`src/rtl/core/tws_pkg.sv`:
```
// ----------------------------------------------------------------------------
// tws_pkg: shared types and helpers for the three-way parity stripe codec
// Holds the item and result structs, device routing and rotation helpers.
// ----------------------------------------------------------------------------
package tws_pkg;

  localparam logic [1:0] PP_RESET   = 2'd2;
  localparam logic       MODE_SPLIT = 1'b0;
  localparam logic       MODE_MERGE = 1'b1;
  localparam logic [7:0] BYTE_ALL   = 8'hFF;

  typedef struct packed {
    logic [7:0] data_0;
    logic [7:0] data_1;
    logic [7:0] data_2;
    logic       short_item;
  } tws_in_t;

  typedef struct packed {
    logic [7:0] out_0;
    logic [7:0] out_1;
    logic [7:0] out_2;
    logic [2:0] valid_mask;
    logic       parity_error;
  } tws_out_t;

  // Device indices for parity, first data byte and second data byte
  typedef struct packed {
    logic [1:0] pp;
    logic [1:0] ia;
    logic [1:0] ib;
  } tws_route_t;

  function automatic tws_route_t route_of(input logic [1:0] pp);
    tws_route_t r;
    case (pp)
      2'd0: begin
        r = '{pp: 2'd0, ia: 2'd1, ib: 2'd2};
      end
      2'd1: begin
        r = '{pp: 2'd1, ia: 2'd2, ib: 2'd0};
      end
      2'd2: begin
        r = '{pp: 2'd2, ia: 2'd0, ib: 2'd1};
      end
      default: begin
        // out-of-range position wraps to device 0
        r = '{pp: 2'd0, ia: 2'd1, ib: 2'd2};
      end
    endcase
    return r;
  endfunction

  function automatic logic [1:0] next_pp(input logic [1:0] pp);
    logic [1:0] n;
    case (pp)
      2'd0:    n = 2'd1;
      2'd1:    n = 2'd2;
      2'd2:    n = 2'd0;
      default: n = 2'd1;
    endcase
    return n;
  endfunction

endpackage

```
`src/rtl/core/tws_split.sv`:
```
// ----------------------------------------------------------------------------
// tws_split: split datapath
// De-interleave a byte pair, form parity and route bytes to devices.
// ----------------------------------------------------------------------------
module tws_split (
  input  tws_pkg::tws_in_t    item_i,
  input  tws_pkg::tws_route_t route_i,
  output tws_pkg::tws_out_t   res_o
);
  import tws_pkg::*;

  logic [7:0] a;
  logic [7:0] b;
  logic [7:0] dev [3];
  logic [2:0] mask;

  // odd-position bits of the pair form a, even-position bits form b
  assign a = {item_i.data_0[7], item_i.data_0[5], item_i.data_0[3], item_i.data_0[1],
              item_i.data_1[7], item_i.data_1[5], item_i.data_1[3], item_i.data_1[1]};
  assign b = {item_i.data_0[6], item_i.data_0[4], item_i.data_0[2], item_i.data_0[0],
              item_i.data_1[6], item_i.data_1[4], item_i.data_1[2], item_i.data_1[0]};

  always_comb begin
    dev[0] = '0;
    dev[1] = '0;
    dev[2] = '0;
    mask   = '0;
    if (!item_i.short_item) begin
      dev[route_i.ia] = a;
      dev[route_i.ib] = b;
      dev[route_i.pp] = a ^ b;
      mask            = 3'b111;
    end else begin
      // tail: lone byte plus its inverse as parity
      dev[route_i.ia]  = item_i.data_0;
      dev[route_i.pp]  = ~item_i.data_0;
      mask[route_i.ia] = 1'b1;
      mask[route_i.pp] = 1'b1;
    end
    res_o.out_0        = dev[0];
    res_o.out_1        = dev[1];
    res_o.out_2        = dev[2];
    res_o.valid_mask   = mask;
    res_o.parity_error = 1'b0;
  end

endmodule

```
`src/rtl/core/tws_merge.sv`:
```
// ----------------------------------------------------------------------------
// tws_merge: merge datapath
// Pick device bytes, re-interleave them and check parity.
// ----------------------------------------------------------------------------
module tws_merge (
  input  tws_pkg::tws_in_t    item_i,
  input  tws_pkg::tws_route_t route_i,
  output tws_pkg::tws_out_t   res_o
);
  import tws_pkg::*;

  logic [7:0] dev [3];
  logic [7:0] a;
  logic [7:0] b;
  logic [7:0] p;

  assign dev[0] = item_i.data_0;
  assign dev[1] = item_i.data_1;
  assign dev[2] = item_i.data_2;
  assign a      = dev[route_i.ia];
  assign b      = dev[route_i.ib];
  assign p      = dev[route_i.pp];

  always_comb begin
    res_o.out_2 = '0;
    if (!item_i.short_item) begin
      res_o.out_0        = {a[7], b[7], a[6], b[6], a[5], b[5], a[4], b[4]};
      res_o.out_1        = {a[3], b[3], a[2], b[2], a[1], b[1], a[0], b[0]};
      res_o.valid_mask   = 3'b011;
      res_o.parity_error = ((a ^ b) != p);
    end else begin
      // tail: parity holds the inverse of the lone byte
      res_o.out_0        = a;
      res_o.out_1        = '0;
      res_o.valid_mask   = 3'b001;
      res_o.parity_error = ((a ^ p) != BYTE_ALL);
    end
  end

endmodule

```
`src/rtl/core/three_way_parity_stripe_codec_core.sv`:
```
// ----------------------------------------------------------------------------
// three_way_parity_stripe_codec_core: three-device striping codec top level
// Split byte pairs into rotating data/parity device bytes, or merge them back.
// ----------------------------------------------------------------------------
// Result path: an accepted transaction goes into the input register, then the
//   result register, which drives the output; a stall can hold either stage.
// Throughput: one transaction per cycle while the receiver takes results; both
//   register stages advance when the next stage is free or being drained.
// Reset: asynchronous, active low; clears both stages, mode to split and the
//   parity position to device 2. A mode write also returns the position to 2.
module three_way_parity_stripe_codec_core (
  input  logic               clk_i,
  input  logic               rst_ni,
  input  logic               in_valid_i,
  output logic               in_ready_o,
  input  tws_pkg::tws_in_t   in_data_i,
  output logic               out_valid_o,
  input  logic               out_ready_i,
  output tws_pkg::tws_out_t  out_data_o,
  input  logic               cfg_we_i,
  input  logic               cfg_wdata_i
);
  import tws_pkg::*;

  // configuration and rotation state
  logic       mode_q, mode_d;
  logic [1:0] pp_q, pp_d;

  // input stage
  logic       s1_valid_q, s1_valid_d;
  tws_in_t    s1_item_q;
  logic [1:0] s1_pp_q;
  logic       s1_mode_q;

  // result stage
  logic       s2_valid_q, s2_valid_d;
  tws_out_t   s2_res_q;

  logic       in_fire;
  logic       s2_free;
  tws_route_t route;
  tws_out_t   split_res;
  tws_out_t   merge_res;
  tws_out_t   res;

  // result stage takes a new value when empty or being drained
  assign s2_free    = !s2_valid_q || out_ready_i;
  // input stage takes a transaction when empty or moving into the result stage
  assign in_ready_o = !s1_valid_q || s2_free;
  assign in_fire    = in_valid_i && in_ready_o;

  // mode write restarts rotation; otherwise advance once per transaction
  always_comb begin
    mode_d = mode_q;
    pp_d   = pp_q;
    if (cfg_we_i) begin
      mode_d = cfg_wdata_i;
      pp_d   = PP_RESET;
    end else if (in_fire) begin
      pp_d = next_pp(pp_q);
    end
  end

  always_comb begin
    s1_valid_d = in_ready_o ? in_valid_i : s1_valid_q;
    s2_valid_d = s2_free ? s1_valid_q : s2_valid_q;
  end

  always_ff @(posedge clk_i or negedge rst_ni) begin
    if (!rst_ni) begin
      mode_q     <= MODE_SPLIT;
      pp_q       <= PP_RESET;
      s1_valid_q <= 1'b0;
      s2_valid_q <= 1'b0;
    end else begin
      mode_q     <= mode_d;
      pp_q       <= pp_d;
      s1_valid_q <= s1_valid_d;
      s2_valid_q <= s2_valid_d;
    end
  end

  // payload registers: capture the item with the parity position and mode
  // that were in force when it was accepted
  always_ff @(posedge clk_i) begin
    if (in_fire) begin
      s1_item_q <= in_data_i;
      s1_pp_q   <= pp_q;
      s1_mode_q <= mode_q;
    end
    if (s2_free && s1_valid_q) begin
      s2_res_q <= res;
    end
  end

  assign route = route_of(s1_pp_q);

  tws_split u_split (
    .item_i  (s1_item_q),
    .route_i (route),
    .res_o   (split_res)
  );

  tws_merge u_merge (
    .item_i  (s1_item_q),
    .route_i (route),
    .res_o   (merge_res)
  );

  assign res = (s1_mode_q == MODE_MERGE) ? merge_res : split_res;

  assign out_valid_o = s2_valid_q;
  assign out_data_o  = s2_res_q;

  // ---------------------------------------------------------------------------
  // assertions
  // ---------------------------------------------------------------------------

  // a mode write always returns the parity position to device 2
  a_cfg_restarts_rotation: assert property (@(posedge clk_i) disable iff (!rst_ni)
    cfg_we_i |=> (pp_q == PP_RESET))
    else $error("parity position not restarted by mode write");

  // each transaction advances the rotation by exactly one device
  a_rotation_step: assert property (@(posedge clk_i) disable iff (!rst_ni)
    (in_fire && !cfg_we_i) |=> (pp_q == next_pp($past(pp_q))))
    else $error("parity position did not advance by one");

  // bytes without a valid bit are zero
  a_unused_zero: assert property (@(posedge clk_i) disable iff (!rst_ni)
    out_valid_o |-> ((out_data_o.valid_mask[0] || out_data_o.out_0 == 8'h00) &&
                     (out_data_o.valid_mask[1] || out_data_o.out_1 == 8'h00) &&
                     (out_data_o.valid_mask[2] || out_data_o.out_2 == 8'h00)))
    else $error("unused result byte is not zero");

  // a parity error only comes from merge, which never drives device 2
  a_error_only_merge: assert property (@(posedge clk_i) disable iff (!rst_ni)
    (out_valid_o && out_data_o.parity_error) |-> !out_data_o.valid_mask[2])
    else $error("parity error flagged on a split result");

endmodule

```
`config.mk`:
```
export PLATFORM = sky130hd
export DESIGN_NAME = three_way_parity_stripe_codec_core
export DESIGN_NICKNAME = d
export VERILOG_FILES = /design/src/rtl/core/tws_pkg.sv /design/src/rtl/core/tws_split.sv /design/src/rtl/core/tws_merge.sv /design/src/rtl/core/three_way_parity_stripe_codec_core.sv
export SDC_FILE = /design/constraint.sdc
export NUM_CORES = 1
export LEC_CHECK = 0
export BUFFER_PORTS_ARGS = -buffer_cell sky130_fd_sc_hd__clkbuf_2
export CAP_MARGIN = 25
export CORE_MARGIN = 4
export CORE_UTILIZATION = 55
export CTS_CLUSTER_SIZE = 25
export DETAILED_ROUTE_END_ITERATION = 10
export PLACE_DENSITY = 0.78
export SYNTH_ARGS = -nofsm -noshare
export SYNTH_HDL_FRONTEND = slang
export SYNTH_SLANG_ARGS = --single-unit
```
`constraint.sdc`:
```
create_clock -name clk_i -period 2.55 [get_ports clk_i]
set_input_delay 0.3825 -clock clk_i [delete_from_list [all_inputs] [get_ports clk_i]]
set_output_delay 0.3825 -clock clk_i [all_outputs]
set_load 0.02 [all_outputs]
```
Yosys cells after proc, flatten, opt, wreduce, memory -nomap -nowiden
Index checks and enable logic that the tools add are counted.

storage, ports and cells
  bits in registers = 61
  bits of input ports = 31
  output and inout port bits = 30
  logic and storage cells = 84

operators by class
  $lt $le $gt $ge = 10
  eq/ne operators = 6
  muxes and demuxes = 31
  bitwise operators = 10
  reductions and logical operators = 12

operators by type and width
  kind                  number
  $bwmux W24            3
  $mux W8               9
  $and A24 B24 Y24      2
  $bmux W8 S2           3
  $demux W8 S2          3
  $mux W28              1
  $mux W24              1
  $xor A8 B8 Y8         3
  $mux W15              1
  $pmux W6 S2           1
  $ge A3 B3 Y1 const B  3
  $lt A3 B1 Y1 const B  3
  $not A2 Y3            3
  $ne A8 B8 Y1          1
  $ne A8 B8 Y1 const B  1
  $not A8 Y8            1
  $logic_and A1 B1 Y1   7
  $lt A2 B3 Y1 const B  2
  $mux W3               2
  $demux W1 S2          2
  $eq A2 B1 Y1 const B  2
  $eq A2 B2 Y1 const B  2
  $ge A2 B1 Y1 const B  2
  $mux W2               2
  6 further kinds       9

Depth between registers and ports, before layout
  depth in word-level cells = 12
  depth in mapped cells = 11
  gate-level depth less buffers = 8

By module
Synthesis repeated with hierarchy kept, for this count alone.

unflattened totals
  cells, all modules = 381
  area total of the unflattened synthesis = 4474.3 um^2

modules (own cells, without submodules)
  module                              instances  cells each  area each (um^2)  seq. area each (um^2)
  three_way_parity_stripe_codec_core  1          110         2302.2            1808.0
  tws_split                           1          150         1178.6            0.0
  tws_merge                           1          121         993.5             0.0

Worst setup path before layout
OpenSTA, ideal clock, no wires.

  kind = flip-flop to flip-flop
  start point = register s1_pp_q[0]
  end point = register s2_res_q, in the netlist out_data_o[0], data pin
  library setup time = 269 ps
  arrival time = 1935 ps
  required time = 2281 ps
  setup slack = 345 ps
  stages on the path, launching flop included = 10
  buffers on the path = 1
  period minus slack after synthesis = 2205 ps
  cells stage by stage = edfxtp_1 -> inv_1 -> ha_1 -> buf_6 -> nor2b_1 -> a21oi_1 -> o221ai_1 -> nand2_1 -> o41ai_2 -> a31oi_1

between the ends
  word-level cells in the longest chain between the ends = 9
  elaborated cells between the ends (all ways) = 20
  those cells by class = 4 x eq/ne; 11 x mux; 5 x bitwise

ends and longest elaborated chain
  what                                                 line                                               source
  start: declaration                                   three_way_parity_stripe_codec_core.sv:32           logic [1:0] s1_pp_q;
  start signal: assignment                             three_way_parity_stripe_codec_core.sv:88           s1_pp_q <= pp_q;
  $eq A2 B2 Y1 / $eq A2 B1 Y1 (equally long branches)  tws_pkg.sv:36                                      case (pp)
  $pmux W6 S2 (*)                                      tws_pkg.sv:36
  $not A2 Y3 (on tied branches)                        tws_merge.sv:20, tws_merge.sv:21, tws_merge.sv:22
  $bmux W8 S2 (on tied branches)                       tws_merge.sv:20, tws_merge.sv:21, tws_merge.sv:22
  $mux W8 (on tied branches) (2 in series)             tws_merge.sv:20, tws_merge.sv:21, tws_merge.sv:22
  $xor A8 B8 Y8 (on tied branches)                     tws_merge.sv:30, tws_merge.sv:36
  $ne A8 B8 Y1 (on tied branches)                      tws_merge.sv:30, tws_merge.sv:36
  $mux W3 (*)                                          tws_merge.sv:26                                    if (!item_i.short_item) begin
  end signal: assignment                               three_way_parity_stripe_codec_core.sv:92           s2_res_q <= res;
  end: declaration                                     three_way_parity_stripe_codec_core.sv:37           tws_out_t s2_res_q;

Every way passes the cells marked *; elsewhere a longest branch is shown, timed or not. The select of a mux whose other input is x is not followed.
A chain may end at the register's enable or synchronous reset.

Final worst setup path
Same ends and word-level chain as after synthesis.

==> metrics.txt <==
Inst Count DP=541; max incr delay on CP=0.43 ns; global router's overall resource usage=0.243; die height=95.0 um; Hold Vio Cnt, Final=0; Static Leak=0.00187 uW; Critical Path AT=2.46 ns; CP Class=flop to flop; CTS Buf Count=9; NetSw=968 uW; Placer Congestion=0.987; Cell Int Power=1930 uW; DRT Pass-1 Iters=5; hpwl dp=7280 um; CTS Root Cell=clkbuf_8; MaxCap Viol Count=0; number of global-route vias before repair=3338; I/O pin cnt=61; largest net degree at the start of global routing=44; H-tree depth=3; Max Buffers Root-to-Sink=2; Routed WL=10400 um; Worst slew margin=0.378; worst min path class=input port to flop; fin crit share=0.932; Pins Over Slew Limit=0; Synth area leader=edfxtp_1; count of flip-flops with a built-in enable after synthesis=56; Worst EP required=2.64 ns; initial core utilization=0.571; synth top area cells=edfxtp_1 (40%), mux2i_1 (8.7%), o21ai_0 (3.8%); Final Non-Filler Cells=562; Top FF cell, synth=edfxtp_1; combinational power share=0.308; Vias=3451; GRT Residual Overflow=0; Die X=95.0 um; Final ANT Viol Nets=0; Crit-path slowest cell=edfxtp_1; placement row count=31; fraction of layout cells with a size suffix above 1=0.276; clk_lat worst skew=0.34 ns; Port-buffer cells=60; share of total power in sequential cells=0.444; Iter 0 DRT Violations=321; Avg Inst Size Synth=10.3 sq um; total power=2890 uW; Gate Count Post-Synth=405; register bit total from synthesis=61; crit path capture type=flop; Worst-Margin Slew=0.933 ns; via-per-instance ratio=6.14; layout net count=494; post-layout min period=2.38 ns; maximum clock frequency=0.421 GHz; top cell type's share of synthesized area=0.404; sw frac=0.335; Clock Sinks=61; first-pass GRT wire length=16600 um; DRC=0; Cell Pwr Density=599 nW/um^2; peak supply drop=0.387 mV; DIE AREA=9030 sq um; Synth async-reset ratio=0.0820; Mapped Nets=441; status=completed; routed length per instance=18.5 um; crit-path cells=inv_1 -> ha_4 -> clkbuf_8 -> nor4bb_1 -> a211oi_1 -> o221ai_2 -> nand2_1 -> o41ai_2 -> a31oi_1; area grow syn2layout=16.0%; Clock power frac=0.248; setup TNS=0 ns; RSZ-0062 raised after global routing=no; Setup Viol. Count Final=0; Worst-path clk slew=0.07 ns; CP Max Fanout=12; synth warn=0; Critical Path Source Type=flop; core area=7290 sq um; # diodes=0; CTS tree=done; post-synthesis sequential area ratio=0.434; skew final=0.00874 ns; initial antenna violation count=0; cell area after synthesis=4160 sq um; post-synthesis cell type count=48
registers in the layout (all words and copies together) (netlist names):
signal and count:
mode_q 1, out_data_o 28, out_valid_o 1, pp_q 2, s1_item_q 25, s1_mode_q 1, s1_pp_q 2, s1_valid_q 1
worst max-delay path, delay by kind of cell (launching register included):
family,cells,cell delay [ns]
adder cells (fa/ha/maj),1,0.27
flip-flops,1,0.43
AND/OR/NAND/NOR,2,0.41
AO/OA/AOI/OAI,4,0.67
buffers and inverters,2,0.34
per-layer routing:
layer / GRT usage / wire [um] / part of all wire
met1: 0.310 / 4360 / 0.42
met2: 0.393 / 4960 / 0.48
met3: 0.0608 / 838 / 0.080
met4: 0.106 / 246 / 0.024
met5: 0 / 0 / 0
power by group through the flow:
stage	sequential, uW	clock [uW]	combinational, uW
finish	1280	718	892
global route	1290	792	967
CTS	1280	736	844
detailed placement	1300	0	836
floorplan	1320	0	580
global placement	1300	0	825
cell type report:
type,count,area [sq um]
fillers,611,2460
multi-input cells,289,2140
flip-flops and latches,61,1810
repair buffers,92,578
clock buffers,11,131
well taps,99,124
clock inverters,5,27.5
inverters,5,18.8
metrics by stage:
stage	util	cell area, sq um	hold WS [ns]	setup WS [ns]
2_1_floorplan	-	4160	0.0869	0.345
3_3_place_gp	0.627	4570	0.201	0.0973
3_5_place_dp	0.627	4570	0.208	-0.0387
4_1_cts	0.652	4750	0.195	0.106
5_1_grt	0.662	4830	0.191	0.0142
6_report	0.662	4830	0.207	0.173
final timing paths:
| check | from | depth (start not counted) | slack [ns] | endpoint |
|---|---|---|---|---|
| setup reg to reg | s1_pp_q[0] | 9 | 0.17 | out_data_o[0] |
| max in group asynchronous | rst_ni | 2 | 1.95 | pp_q[1] |
| setup / recovery | s1_pp_q[0] | 9 | 0.17 | out_data_o[0] |
| min in group asynchronous | rst_ni | 2 | 0.38 | pp_q[0] |
| hold / removal | in_data_i[23] | 1 | 0.21 | s1_item_q[23] |
| hold reg to reg | mode_q | 0 | 0.45 | s1_mode_q |
logic make-up after synthesis:
kind of cell / after synthesis / share of synthesized area
AOI/OAI and AO/OA: 129 / 0.215
and+or+nand+nor: 88 / 0.114
DFF: 61 / 0.434
muxes: 43 / 0.108
buffers and inverters: 55 / 0.0634
xor gates and xnor gates: 24 / 0.0505
adders and majority gates: 5 / 0.0150
synthesized netlist by cell type, types with 5 or more instances:
master,count
nand3b_1,6
nor2_1,17
a211oi_1,20
a21oi_1,27
xnor2_1,12
o2bb2ai_1,5
edfxtp_1,56
clkbuf_1,19
xor2_1,12
a221oi_1,16
o2bb2ai_2,5
o21ai_0,32
nand2_1,31
nand2b_1,8
mux2_2,6
inv_1,5
ha_1,5
buf_2,21
nor2b_1,9
o22ai_1,7
mux2i_1,36
placed cells by master, fill, tap and decap left out, types with 7 or more instances in the layout:
cell	instances
a211oi_1	20
a21oi_1	27
a221oi_1	16
buf_4	27
clkbuf_2	60
clkbuf_8	10
edfxtp_1	56
mux2i_1	36
nand2_1	31
nand2b_1	8
nor2_1	17
nor2b_1	7
o21ai_0	32
o22ai_1	7
xnor2_1	12
xor2_1	11
what timing repair did:
action | 4_1_cts | 5_1_grt
resized for setup | 2 | 7
pin swaps | 0 | 3
endpoints found under the setup margin | 1 | 1
setup buffers | 0 | 4
endpoints found under the hold margin | 4 | 0
hold buffers | 1 | 0
Power figures use the tool's default switching activity.
